## config.mk

```make
export PLATFORM = sky130hd
export DESIGN_NAME = double_ended_queue_unit
export DESIGN_NICKNAME = d
export VERILOG_FILES = /design/src/sv/deq_pkg.sv /design/src/sv/deq_store.sv /design/src/sv/deq_cmp.sv /design/src/sv/double_ended_queue_unit.sv
export VERILOG_INCLUDE_DIRS = /design/src /design/src/sv
export SDC_FILE = /design/constraint.sdc
export NUM_CORES = 1
export LEC_CHECK = 0
export BUFFER_PORTS_ARGS = -buffer_cell sky130_fd_sc_hd__buf_2
export CORE_ASPECT_RATIO = 0.6
export CORE_MARGIN = 2
export CORE_UTILIZATION = 62
export CTS_CLUSTER_DIAMETER = 150
export DETAILED_ROUTE_END_ITERATION = 12
export GPL_ROUTABILITY_DRIVEN = 0
export PLACE_DENSITY = 0.8
export RECOVER_POWER = 100
export SYNTH_ARGS = -nofsm -noshare
export SYNTH_HDL_FRONTEND = slang
export SYNTH_SLANG_ARGS = --single-unit
export TNS_END_PERCENT = 5
```

## constraint.sdc

```tcl
create_clock -name clk -period 8.75 [get_ports clk]
set_input_delay 1.3125 -clock clk [delete_from_list [all_inputs] [get_ports clk]]
set_output_delay 1.3125 -clock clk [all_outputs]
set_load 0.1 [all_outputs]
```

## src/sv/double_ended_queue_unit_assert.svh

```systemverilog
// Assertion macros for the deque unit; empty bodies for synthesis.
`ifndef DOUBLE_ENDED_QUEUE_UNIT_ASSERT_SVH
`define DOUBLE_ENDED_QUEUE_UNIT_ASSERT_SVH

`ifndef SYNTHESIS

// Check a property on clk, skipped while rst_n is low.
`define DEQ_ASSERT(lbl, prop, msg) \
  lbl: assert property (@(posedge clk) disable iff (!rst_n) prop) else $error(msg);

// Check a property on clk at every edge, reset included.
`define DEQ_ASSERT_ALWAYS(lbl, prop, msg) \
  lbl: assert property (@(posedge clk) prop) else $error(msg);

`else

`define DEQ_ASSERT(lbl, prop, msg)
`define DEQ_ASSERT_ALWAYS(lbl, prop, msg)

`endif

`endif

```

## src/sv/deq_pkg.sv

```systemverilog
// Shared constants and request/status codes for the deque unit.
`timescale 1ns / 1ps

package deq_pkg;

  localparam int DATA_W    = 32;
  localparam int DEPTH_DEF = 16;
  localparam int REQ_W     = 3;
  localparam int STAT_W    = 2;
  localparam int TOTAL_W   = 5;

  // Value shown at both ends when the deque is empty
  localparam logic signed [DATA_W-1:0] EMPTY_VALUE = -32'sd1;

  // Request codes
  localparam logic [REQ_W-1:0] REQ_PUSH_FRONT = 3'd0;
  localparam logic [REQ_W-1:0] REQ_PUSH_BACK  = 3'd1;
  localparam logic [REQ_W-1:0] REQ_POP_FRONT  = 3'd2;
  localparam logic [REQ_W-1:0] REQ_POP_BACK   = 3'd3;
  localparam logic [REQ_W-1:0] REQ_CLEAR      = 3'd4;
  localparam logic [REQ_W-1:0] REQ_REVERSE    = 3'd5;
  localparam logic [REQ_W-1:0] REQ_SORT       = 3'd6;

  // Status codes
  localparam logic [STAT_W-1:0] ST_DONE  = 2'd0;
  localparam logic [STAT_W-1:0] ST_FULL  = 2'd1;
  localparam logic [STAT_W-1:0] ST_EMPTY = 2'd2;

endpackage

```

## src/sv/deq_store.sv

```systemverilog
// Ring store of the deque: one write port, one registered read port.
`timescale 1ns / 1ps

module deq_store import deq_pkg::*; #(
  parameter int DEPTH = DEPTH_DEF,
  localparam int IW   = $clog2(DEPTH)
) (
  input  logic                     clk,
  input  logic                     wr_en,
  input  logic [IW-1:0]            wr_addr,
  input  logic signed [DATA_W-1:0] wr_data,
  input  logic                     rd_en,
  input  logic [IW-1:0]            rd_addr,
  output logic signed [DATA_W-1:0] rd_data
);

  logic signed [DATA_W-1:0] mem [DEPTH];
  logic signed [DATA_W-1:0] rd_data_r;

  // Write port
  always_ff @(posedge clk) begin
    if (wr_en) begin
      mem[wr_addr] <= wr_data;
    end
  end

  // Read port, data held until the next read
  always_ff @(posedge clk) begin
    if (rd_en) begin
      rd_data_r <= mem[rd_addr];
    end
  end

  assign rd_data = rd_data_r;

endmodule

```

## src/sv/deq_cmp.sv

```systemverilog
// Shared signed comparator: does a belong after b in physical order.
`timescale 1ns / 1ps

module deq_cmp import deq_pkg::*; (
  input  logic signed [DATA_W-1:0] a,
  input  logic signed [DATA_W-1:0] b,
  input  logic                     desc,
  output logic                     after
);

  // Ascending order normally, descending in physical order when reversed
  assign after = desc ? (a < b) : (a > b);

endmodule

```

## src/sv/double_ended_queue_unit.sv

```systemverilog
// Deque unit top level: request sequencer, end readout and result register.
// A request is taken only while the unit is idle. Push, pop, clear, reverse
// and the unused code go through these steps: the transfer in (update the
// pointers and write on push), read the first slot, read the last slot, and
// load the result register; the unit turns idle for the next request as
// that register is loaded. Both end values come through the single read
// port of the store. Sort runs an insertion sort over that same port with
// one shared comparator: for each key after the first it reads the key,
// latches it and reads its left neighbor, shifts each neighbor that belongs
// after the key into the hole, then writes the key into the hole, and it
// ends with the same readout steps. A finished result waits in the output
// register while out_stall is high. The next request is still taken and
// worked through, then waits in its last step until the register is free.
// No further request is taken meanwhile.
`timescale 1ns / 1ps

module double_ended_queue_unit import deq_pkg::*; #(
  parameter int DEPTH = DEPTH_DEF
) (
  input  logic                      clk,
  input  logic                      rst_n,
  input  logic                      in_valid,
  output logic                      in_stall,
  input  logic [REQ_W-1:0]          in_req_type,
  input  logic signed [DATA_W-1:0]  in_push_value,
  output logic                      out_valid,
  input  logic                      out_stall,
  output logic signed [DATA_W-1:0]  out_front_value,
  output logic signed [DATA_W-1:0]  out_back_value,
  output logic [TOTAL_W-1:0]        out_entry_total,
  output logic                      out_is_empty,
  output logic [STAT_W-1:0]         out_status
);

`include "double_ended_queue_unit_assert.svh"

  localparam int IW = $clog2(DEPTH);
  localparam int CW = $clog2(DEPTH + 1);

  localparam logic [2:0] S_IDLE     = 3'd0;
  localparam logic [2:0] S_RD_FIRST = 3'd1;
  localparam logic [2:0] S_RD_LAST  = 3'd2;
  localparam logic [2:0] S_FIN      = 3'd3;
  localparam logic [2:0] S_KEY_RD   = 3'd4;
  localparam logic [2:0] S_KEY      = 3'd5;
  localparam logic [2:0] S_CMP      = 3'd6;
  localparam logic [2:0] S_PUT      = 3'd7;

  // Step a physical slot back by one around the ring
  function automatic logic [IW-1:0] slot_dec(input logic [IW-1:0] p);
    logic [IW-1:0] r;
    if (p == '0) r = IW'(DEPTH - 1);
    else         r = p - IW'(1);
    return r;
  endfunction

  // Step a physical slot forward by one around the ring
  function automatic logic [IW-1:0] slot_inc(input logic [IW-1:0] p);
    logic [IW-1:0] r;
    if (p == IW'(DEPTH - 1)) r = '0;
    else                     r = p + IW'(1);
    return r;
  endfunction

  // Control state
  logic [2:0]      state_r, state_nxt;
  logic [IW-1:0]   head_r, head_nxt;
  logic [CW-1:0]   count_r, count_nxt;
  logic            rev_r, rev_nxt;
  logic [STAT_W-1:0] status_r, status_nxt;
  logic            out_valid_r, out_valid_nxt;

  // Sort walk
  logic [IW-1:0]   i_r, i_nxt;
  logic [IW-1:0]   j_r, j_nxt;
  logic [IW-1:0]   wr_ptr_r, wr_ptr_nxt;
  logic [IW-1:0]   rd_ptr_r, rd_ptr_nxt;
  logic signed [DATA_W-1:0] key_r, key_nxt;
  logic signed [DATA_W-1:0] first_r, first_nxt;

  // Result register
  logic signed [DATA_W-1:0] front_r, front_nxt;
  logic signed [DATA_W-1:0] back_r, back_nxt;
  logic [TOTAL_W-1:0]       total_r, total_nxt;
  logic                     empty_r, empty_nxt;
  logic [STAT_W-1:0]        ostat_r, ostat_nxt;

  // Store port and shared units
  logic                     st_we, st_re;
  logic [IW-1:0]            st_waddr, st_raddr;
  logic signed [DATA_W-1:0] st_wdata, st_rdata;
  logic [IW-1:0]            off;
  logic [IW:0]              slot_sum;
  logic [IW-1:0]            slot;
  logic                     after;
  logic                     phys_front;
  logic                     out_free;
  logic [31:0]              count_ext;

  deq_store #(.DEPTH(DEPTH)) u_store (
    .clk     (clk),
    .wr_en   (st_we),
    .wr_addr (st_waddr),
    .wr_data (st_wdata),
    .rd_en   (st_re),
    .rd_addr (st_raddr),
    .rd_data (st_rdata)
  );

  deq_cmp u_cmp (
    .a     (st_rdata),
    .b     (key_r),
    .desc  (rev_r),
    .after (after)
  );

  // Logical offset to physical slot, wrapping once around the ring
  always_comb begin
    unique case (state_r)
      S_IDLE:    off = IW'(count_r);
      S_RD_LAST: off = IW'(count_r - CW'(1));
      default:   off = i_r;
    endcase
    slot_sum = {1'b0, head_r} + {1'b0, off};
    if (slot_sum >= (IW + 1)'(DEPTH)) slot = IW'(slot_sum - (IW + 1)'(DEPTH));
    else                               slot = IW'(slot_sum);
  end

  assign in_stall   = (state_r != S_IDLE);
  assign out_free   = !out_valid_r || !out_stall;
  assign phys_front = (in_req_type == REQ_PUSH_FRONT || in_req_type == REQ_POP_FRONT) ^ rev_r;
  assign count_ext  = 32'(count_r);

  // Sequencer
  always_comb begin
    state_nxt     = state_r;
    head_nxt      = head_r;
    count_nxt     = count_r;
    rev_nxt       = rev_r;
    status_nxt    = status_r;
    out_valid_nxt = out_valid_r;
    i_nxt         = i_r;
    j_nxt         = j_r;
    wr_ptr_nxt    = wr_ptr_r;
    rd_ptr_nxt    = rd_ptr_r;
    key_nxt       = key_r;
    first_nxt     = first_r;
    front_nxt     = front_r;
    back_nxt      = back_r;
    total_nxt     = total_r;
    empty_nxt     = empty_r;
    ostat_nxt     = ostat_r;
    st_we         = 1'b0;
    st_waddr      = wr_ptr_r;
    st_wdata      = key_r;
    st_re         = 1'b0;
    st_raddr      = rd_ptr_r;

    // result leaves on a transfer out
    if (out_valid_r && !out_stall) out_valid_nxt = 1'b0;

    unique case (state_r)
      S_IDLE: begin
        if (in_valid) begin
          status_nxt = ST_DONE;
          state_nxt  = S_RD_FIRST;
          unique case (in_req_type)
            REQ_PUSH_FRONT, REQ_PUSH_BACK: begin
              if (count_r >= CW'(DEPTH)) begin
                status_nxt = ST_FULL;
              end else begin
                st_we     = 1'b1;
                st_wdata  = in_push_value;
                count_nxt = count_r + CW'(1);
                if (phys_front) begin
                  head_nxt = slot_dec(head_r);
                  st_waddr = slot_dec(head_r);
                end else begin
                  st_waddr = slot;
                end
              end
            end
            REQ_POP_FRONT, REQ_POP_BACK: begin
              if (count_r == '0) begin
                status_nxt = ST_EMPTY;
              end else begin
                count_nxt = count_r - CW'(1);
                if (phys_front) head_nxt = slot_inc(head_r);
              end
            end
            REQ_CLEAR: begin
              count_nxt = '0;
              head_nxt  = '0;
              rev_nxt   = 1'b0;
            end
            REQ_REVERSE: begin
              if (count_r != '0) rev_nxt = !rev_r;
            end
            REQ_SORT: begin
              if (count_r >= CW'(2)) begin
                i_nxt     = IW'(1);
                state_nxt = S_KEY_RD;
              end
            end
            default: ;
          endcase
        end
      end
      S_RD_FIRST: begin
        st_re     = 1'b1;
        st_raddr  = head_r;
        state_nxt = S_RD_LAST;
      end
      S_RD_LAST: begin
        first_nxt = st_rdata;
        st_re     = 1'b1;
        st_raddr  = slot;
        state_nxt = S_FIN;
      end
      S_FIN: begin
        if (out_free) begin
          if (count_r == '0) begin
            front_nxt = EMPTY_VALUE;
            back_nxt  = EMPTY_VALUE;
          end else if (rev_r) begin
            front_nxt = st_rdata;
            back_nxt  = first_r;
          end else begin
            front_nxt = first_r;
            back_nxt  = st_rdata;
          end
          total_nxt     = count_ext[TOTAL_W-1:0];
          empty_nxt     = (count_r == '0);
          ostat_nxt     = status_r;
          out_valid_nxt = 1'b1;
          state_nxt     = S_IDLE;
        end
      end
      // fetch key i, hole starts at its slot
      S_KEY_RD: begin
        st_re      = 1'b1;
        st_raddr   = slot;
        wr_ptr_nxt = slot;
        rd_ptr_nxt = slot_dec(slot);
        state_nxt  = S_KEY;
      end
      S_KEY: begin
        key_nxt   = st_rdata;
        j_nxt     = i_r;
        st_re     = 1'b1;
        st_raddr  = rd_ptr_r;
        state_nxt = S_CMP;
      end
      // shift the left neighbor into the hole while it belongs after the key
      S_CMP: begin
        if (after) begin
          st_we      = 1'b1;
          st_waddr   = wr_ptr_r;
          st_wdata   = st_rdata;
          j_nxt      = j_r - IW'(1);
          wr_ptr_nxt = rd_ptr_r;
          rd_ptr_nxt = slot_dec(rd_ptr_r);
          if (j_r > IW'(1)) begin
            st_re    = 1'b1;
            st_raddr = slot_dec(rd_ptr_r);
          end else begin
            state_nxt = S_PUT;
          end
        end else begin
          state_nxt = S_PUT;
        end
      end
      S_PUT: begin
        st_we    = 1'b1;
        st_waddr = wr_ptr_r;
        st_wdata = key_r;
        i_nxt    = i_r + IW'(1);
        if (CW'(i_r) + CW'(1) < count_r) state_nxt = S_KEY_RD;
        else                             state_nxt = S_RD_FIRST;
      end
      default: state_nxt = S_IDLE;
    endcase
  end

  // Control registers
  always_ff @(posedge clk) begin
    if (!rst_n) begin
      state_r     <= S_IDLE;
      head_r      <= '0;
      count_r     <= '0;
      rev_r       <= 1'b0;
      status_r    <= ST_DONE;
      out_valid_r <= 1'b0;
      i_r         <= '0;
      j_r         <= '0;
    end else begin
      state_r     <= state_nxt;
      head_r      <= head_nxt;
      count_r     <= count_nxt;
      rev_r       <= rev_nxt;
      status_r    <= status_nxt;
      out_valid_r <= out_valid_nxt;
      i_r         <= i_nxt;
      j_r         <= j_nxt;
    end
  end

  // Payload registers
  always_ff @(posedge clk) begin
    wr_ptr_r <= wr_ptr_nxt;
    rd_ptr_r <= rd_ptr_nxt;
    key_r    <= key_nxt;
    first_r  <= first_nxt;
    front_r  <= front_nxt;
    back_r   <= back_nxt;
    total_r  <= total_nxt;
    empty_r  <= empty_nxt;
    ostat_r  <= ostat_nxt;
  end

  assign out_valid       = out_valid_r;
  assign out_front_value = front_r;
  assign out_back_value  = back_r;
  assign out_entry_total = total_r;
  assign out_is_empty    = empty_r;
  assign out_status      = ostat_r;

  // Checks
  `DEQ_ASSERT(a_count_bound, (count_r <= CW'(DEPTH)), "entry count above depth")
  `DEQ_ASSERT(a_busy_after_take, (in_valid && !in_stall) |=> in_stall, "idle after a transfer in")
  `DEQ_ASSERT(a_sort_count_hold, (state_r >= S_KEY_RD) |=> $stable(count_r), "count moved in sort")
  `DEQ_ASSERT(a_sort_walk_bound, (state_r == S_CMP) |-> (CW'(j_r) < count_r), "sort walk out of range")
endmodule
```

==> results of run 1 <==
cell usage in the layout (no fill, tap or decap), types with 19 or more instances in the layout:
cell / Yosys / layout
buf_2: 9 / 38
clkbuf_16: 0 / 60
dfxtp_1: 24 / 23
o221ai_1: 33 / 33
nor2_1: 55 / 40
edfxtp_1: 688 / 688
nand2_1: 242 / 241
a21oi_1: 41 / 41
a22oi_1: 69 / 69
o21ai_0: 73 / 74
inv_1: 54 / 54
mux2i_1: 328 / 328
mux2_2: 19 / 19
clkbuf_1: 53 / 97
ha_1: 48 / 48
mux2_1: 45 / 45
o21ai_1: 21 / 20
routing by layer:
layer / global-route usage / part of all wire / wire length (um) / vias up
met2: 0.445 / 0.46 / 34000 / 1081
met1: 0.430 / 0.40 / 29300 / 8930
met5: 0 / 0 / 0 / -
met3: 0.0659 / 0.11 / 8440 / 142
met4: 0.0818 / 0.028 / 2070 / 0
li1: - / - / - / 7818
power by group:
part | switching [W] | internal [W] | leakage, nW
clock | 0.00118 | 0.00134 | 0.874
combinational | 0.000868 | 0.000499 | 4.33
sequential | 0.000129 | 0.00389 | 6.39
per-stage QoR:
step                total power [W]  worst slack (ns)
finish                      0.00790              1.64
global route                0.00815              1.42
CTS                         0.00790              3.10
detailed placement          0.00542              3.19
global placement            0.00538              3.38
floorplan                   0.00505              1.45
worst max path at each step:
stage / from / endpoint / slack, ns / cells after the start
after floorplan: out_stall / out_back_value[0] / 1.45 / 2
after global placement: u_store.rd_data[14] / u_store.rd_data[17] / 3.38 / 14
after detailed placement: u_store.rd_data[14] / u_store.rd_data[17] / 3.19 / 13
after CTS: u_store.rd_data[14] / u_store.rd_data[23] / 3.10 / 13
after global routing: u_store.rd_data[14] / u_store.mem[0][2] / 1.42 / 13
final: u_store.rd_data[14] / u_store.mem[0][10] / 1.64 / 13
cells in the mapped netlist (all sizes together) (9+ instances only):
cell	number
buf	50
nand2	242
edfxtp	688
nor2b	13
ha	48
nand3	10
o221ai	33
mux2	64
mux2i	328
dfxtp	24
nor3	10
inv	54
a22oi	69
nor2	55
o21ai	94
clkbuf	53
a21oi	42
and3	9
xnor2	9
worst reg2reg max path, cell delays in order, from the launching register on:
cell and delay (ns):
edfxtp_1 0.58, ha_1 0.43, nand4_1 0.18, nor4_1 0.66, o21ai_0 0.34, a31o_1 0.30, a211oi_1 0.63, and2_0 0.34
or2_2 0.17, a31oi_1 0.14, nor2_1 0.18, nand2_1 0.25, nor2_4 0.18, clkbuf_1 2.22
cells by family after synthesis:
| logic type | synth area share |
|---|---|
| buffers and inverters | 0.0254 |
| XOR/XNOR | 0.00376 |
| multiplexers | 0.132 |
| AND/OR/NAND/NOR | 0.0543 |
| AO/OA/AOI/OAI | 0.0644 |
| flip-flops | 0.698 |
| adder cells (fa/ha/maj) | 0.0218 |
final cells by class:
type	instances	area [um2]	share of cell area
diodes	1	2.50	0.0000756
clock buffers	68	1530	0.0463
inverters	55	206	0.00624
clock inverters	36	265	0.00801
multi-input cells	1128	8480	0.256
well taps	640	801	0.0242
repair buffers	144	674	0.0204
flip-flops and latches	712	21100	0.639
flip-flops by register name (all words and copies together) (netlist names):
name	cells
count_r	5
first_r	32
head_r	4
i_r	4
j_r	4
key_r	32
out_back_value	32
out_entry_total	5
out_front_value	32
out_is_empty	1
out_status	2
out_valid	1
rd_ptr_r	4
rev_r	1
state_r	3
status_r	2
u_store.mem	512
u_store.rd_data	32
wr_ptr_r	4
==> results.cfg, run 1 <==
[setup_path]
rrSetupSlack_ns = 1.64
path_buf_inv = 1
critPathSlowestCell = clkbuf_1
crit_arrival_ns = 7.27
crit_path_start_kind = flop
path_class = flop to flop
rr_endpoint = u_store.mem[0][10]
regToRegStartpoint = u_store.rd_data[14]
crit_chain = ha_1, nand4_1, nor4_1, o21ai_0, a31o_1, a211oi_1, and2_0, or2_2, a31oi_1, nor2_1, nand2_1, nor2_4, clkbuf_1
critPathRequiredTime_ns = 8.91
critPathMaxFanout = 32
endpoint_kind = flop
slowest_delay_ns = 2.22
cp_top_family = buffers and inverters
reg2reg_depth = 13

[sta]
tightestPinTransition_ns = 3.86
period_needed_ns = 7.11
hold_viol = 0
hold_ws_ns = 0.536
finalCritPeriodShare = 0.813
setup_tns_ns = 0
setup_viol = 0
fmax_mhz = 141
skew_ns = 0.0204
rsz0062_at_grt = false
slew-limit-headroom = -1.57
drv_slew = 660

[cts]
cts_resized = 0
path_clk_slew_ns = 0.07
worstSkewPairLatency_ns = 0.62
clock_tree.root_cell = clkbuf_16
clk_path_buf_depth = 3
numCtsBuffers = 59
h-tree-depth = 2
cts_tree = yes
holdBufCountCts = 0
post_cts_buffers = 0
cts.sinks = 712

[min_path]
hold_path_depth = 2
hp-start = j_r[1]
worstHoldPathType = flop to flop
holdPathEnd = j_r[1]

[route]
wire_per_inst_um = 26.5
ant_nets = 0
dr.first_iter.drc_count = 2381
vias_per_cell = 6.46
dr.pass1.iters = 6
route.vias.total = 18000
wl_mm = 73.8
drc = 0

[die]
rows = 62
initial_core_util = 0.631
dieArea_um2 = 50700
fp.dieH_um = 175
core-area_um2 = 48000
boundaryPins = 113
die_w_um = 289

[layout]
fillers = 3198
drive_gt1_frac = 0.0845
nets = 2188
fin_util = 0.689
layoutNonFillerInstCount = 2784
finalInstanceArea_um2 = 33100
area_growth_pct = 9.32

[placed_design]
io_buffers = 112
dpl-instance-area_um2 = 31500
dp_cells = 2679
hpwl_mm = 41.9

[status]
status = complete, but fails checks
violations = max-capacitance violations, max-slew violations

[synth]
yosysTopAreaCell = edfxtp_1
synth_flop_cell = edfxtp_1
syn-num-nets = 2086
seq_area_frac_synth = 0.698
synthArstFlopShare = 0
synthCells = 1998
synthTopCellsByArea = edfxtp_1 68%, mux2i_1 11%, nand2_1 3.0%
syn_area_um2 = 30300
synth_top_area_share = 0.682
avgSynthCellArea_um2 = 15.2
yosys_register_bits = 712
synth-edff-count = 688
yosysWarnings = 0
yosysUniqueCellTypes = 71

[global_routing]
grt_pass1_wl_mm = 109
grt_max_degree = 193
overflow = 0
grt_pass1_vias = 17400
grt_antenna_before_repair = 3
grt_use_total = 0.293

[power]
peakVddDrop_v = 0.000178
leakage_nw = 11.6
p_per_area_nw_per_um2 = 239

[run]
maxCapViolCount = 18
Power figures use the tool's default switching activity.
==> run 2, diff against run 1 <==
--- a/config.mk
+++ b/config.mk
@@ -6,14 +6,15 @@
 export SDC_FILE = /design/constraint.sdc
 export NUM_CORES = 1
 export LEC_CHECK = 0
+export ABC_AREA = 1
 export BUFFER_PORTS_ARGS = -buffer_cell sky130_fd_sc_hd__buf_2
 export CORE_ASPECT_RATIO = 0.6
 export CORE_MARGIN = 2
-export CORE_UTILIZATION = 62
+export CORE_UTILIZATION = 56
 export CTS_CLUSTER_DIAMETER = 150
 export DETAILED_ROUTE_END_ITERATION = 12
 export GPL_ROUTABILITY_DRIVEN = 0
-export PLACE_DENSITY = 0.8
+export PLACE_DENSITY = 0.76
 export RECOVER_POWER = 100
 export SYNTH_ARGS = -nofsm -noshare
 export SYNTH_HDL_FRONTEND = slang
==> constraint.sdc (replaced) <==
create_clock -name clk -period 6.2 [get_ports clk]
set_input_delay 0.93 -clock clk [delete_from_list [all_inputs] [get_ports clk]]
set_output_delay 0.93 -clock clk [all_outputs]
set_load 0.1 [all_outputs]
==> results.cfg, run 2 <==
[run]
maxCapViolCount = 5

[power]
internal_power_w = 0.00851
pwr-share-seq = 0.461
power_frac_clock = 0.315
p_per_area_nw_per_um2 = 355
leakage_nw = 13.9
peakVddDrop_v = 0.000277
power_frac_comb = 0.224
power_switching_share = 0.327
p_sw_w = 0.00413

[layout]
area_growth_pct = 9.75
n_antenna_cell = 0
drive_gt1_frac = 0.0596
fin_util = 0.620
ff_latch_area_um2 = 21100
final_common_cell = edfxtp_1
fillers = 4398
regMostFlops = u_store.mem
nets = 3229
finalInstanceArea_um2 = 35500
most-common-layout-cells = 688 x edfxtp_1, 664 x nand3_1, 646 x nand2_1
largest_reg_flops = 512
multiInputGateArea_um2 = 8960

[cts]
cts.sinks = 712
clk_path_buf_depth = 3
path_clk_slew_ns = 0.08
clock_tree.root_cell = clkbuf_16
numCtsBuffers = 60
h-tree-depth = 2
cts_tree = yes
worstSkewPairLatency_ns = 0.65
holdBufCountCts = 0
cts_resized = 0
post_cts_buffers = 0

[setup_path]
path_buf_inv = 5
rrSetupSlack_ns = 0.69
rr_endpoint = u_store.rd_data[1]
critPathRequiredTime_ns = 6.56
cp_top_family = simple AND/OR/NAND/NOR gates
crit_arrival_ns = 5.88
endpoint_kind = flop
path_class = flop to flop
crit_path_start_kind = flop
path_depth = 19
slowest_delay_ns = 1.00
crit_chain = nor2_2, inv_2, nor2_1, inv_2, o22ai_1, a21oi_1, ha_1, a21oi_1, nand2_1, xor2_1, xnor2_2, inv_1, o221ai_1, inv_1, nand2_1, o21ai_4, inv_1, nand3_1, nand2_1
reg2reg_depth = 19
regToRegStartpoint = state_r[2]
crit_end = u_store.rd_data[1]
critPathMaxFanout = 33
critPathSlowestCell = inv_1
startpoint = state_r[2]

[global_routing]
grt_max_degree = 159
grt_antenna_before_repair = 3
grt_pass1_vias = 22800
grt_pass1_wl_mm = 132
grt_use_total = 0.284
overflow = 0

[synth]
yosysUniqueCellTypes = 45
synthTopCellsByArea = edfxtp_1 64%, nand3_1 10%, nand2_1 7.5%
avgSynthCellArea_um2 = 10.5
synth.most_common_cell = edfxtp_1
synthCells = 3090
synthArstFlopShare = 0
yosysWarnings = 0
syn-num-nets = 3178
synth_top_area_share = 0.638
synth_common_cells = 688 x edfxtp_1, 663 x nand3_1, 648 x nand2_1
synth_flop_cell = edfxtp_1
synth_compound_area_frac = 0.0414
synthAdderAreaFrac = 0.0192
syn_area_um2 = 32400
synth_top_family_by_area = simple AND/OR/NAND/NOR gates
yosys.area_share.simple = 0.207
synth_xor_area_frac = 0.00348
synth-edff-count = 688
seq_area_frac_synth = 0.653
yosysTopAreaCell = edfxtp_1
yosys_register_bits = 712
synthMuxAreaShare = 0.000309

[route]
route.vias.total = 23700
drc = 0
dr.first_iter.drc_count = 3650
wire_per_inst_um = 21.4
dr.pass1.iters = 8
ant_nets = 0
wl_mm = 84.9
vias_per_cell = 6.00

[sta]
hold_viol = 0
skew_ns = 0.0338
setup_viol = 0
finalCritPeriodShare = 0.889
fmax_mhz = 181
slew-limit-headroom = -1.72
tightestPinTransition_ns = 4.08
drv_slew = 229
period_needed_ns = 5.51
setup_tns_ns = 0
rsz0062_at_grt = false

[die]
rows = 68
dieArea_um2 = 59800
fp.dieH_um = 190
die_w_um = 314
boundaryPins = 113
initial_core_util = 0.565
core-area_um2 = 57300

[status]
status = complete, but fails checks
violations = max-capacitance violations, max-slew violations

[placed_design]
hpwl_mm = 52.5
io_buffers = 112
dpl-instance-area_um2 = 33800

[min_path]
worstHoldPathType = flop to flop
hold_path_depth = 0
-- run 2: cell types whose count changed after synthesis, sizes merged, moves of 36 or more --
cell / delta
mux2: -64
o211ai: +36
a21oi: +37
buf: +63
mux2i: -327
inv: +391
nand3b: +73
nand3: +656
nand2: +408
a22oi: -69
-- run 2: logic make-up after synthesis --
logic type | Yosys count
mux | 1
compound gates | 225
xor+xnor | 12
fa+ha+maj | 49
flops | 712
simple gates | 1471
buf+inv | 620
-- run 2: worst min path at each step --
stage	end	slack, ns	start
2_1_floorplan	out_status[0]	0.40	status_r[0]
3_3_place_gp	out_status[1]	0.41	status_r[1]
3_5_place_dp	out_status[0]	0.42	status_r[0]
4_1_cts	out_status[0]	0.44	status_r[0]
5_1_grt	out_status[1]	0.45	status_r[1]
6_report	out_status[0]	0.43	status_r[0]
-- run 2: per-stage QoR --
stage               setup slack, ns  power, W  instances  hold WS [ns]
detailed placement             1.48   0.00868       3849         0.417
CTS                            1.41    0.0126       3960         0.436
global placement               1.57   0.00859       3849         0.413
finish                        0.686    0.0126       3960         0.434
floorplan                      1.23   0.00779       3090         0.403
global route                  0.480    0.0131       3960         0.447
-- run 2: routing by layer --
layer,up-vias,GRT usage,part of all wire
li1,10700,-,-
met1,11400,0.409,0.40
met2,1484,0.436,0.45
met3,203,0.0597,0.12
met4,2,0.0850,0.030
met5,-,0,0.00012
-- run 2: power by group through the flow --
stage,clock [W],sequential (W),combinational [W]
after floorplan,0,0.00592,0.00187
after global placement,0,0.00590,0.00270
after detailed placement,0,0.00590,0.00278
after CTS,0.00399,0.00580,0.00280
after global routing,0.00419,0.00584,0.00308
final,0.00397,0.00583,0.00283
-- run 2: cell type report --
type / instances / area share
flip-flops and latches: 712 / 0.595
multi-input cells: 1758 / 0.252
inverters: 445 / 0.0470
clock buffers: 71 / 0.0434
well taps: 770 / 0.0271
repair buffers: 164 / 0.0220
clock inverters: 40 / 0.0137
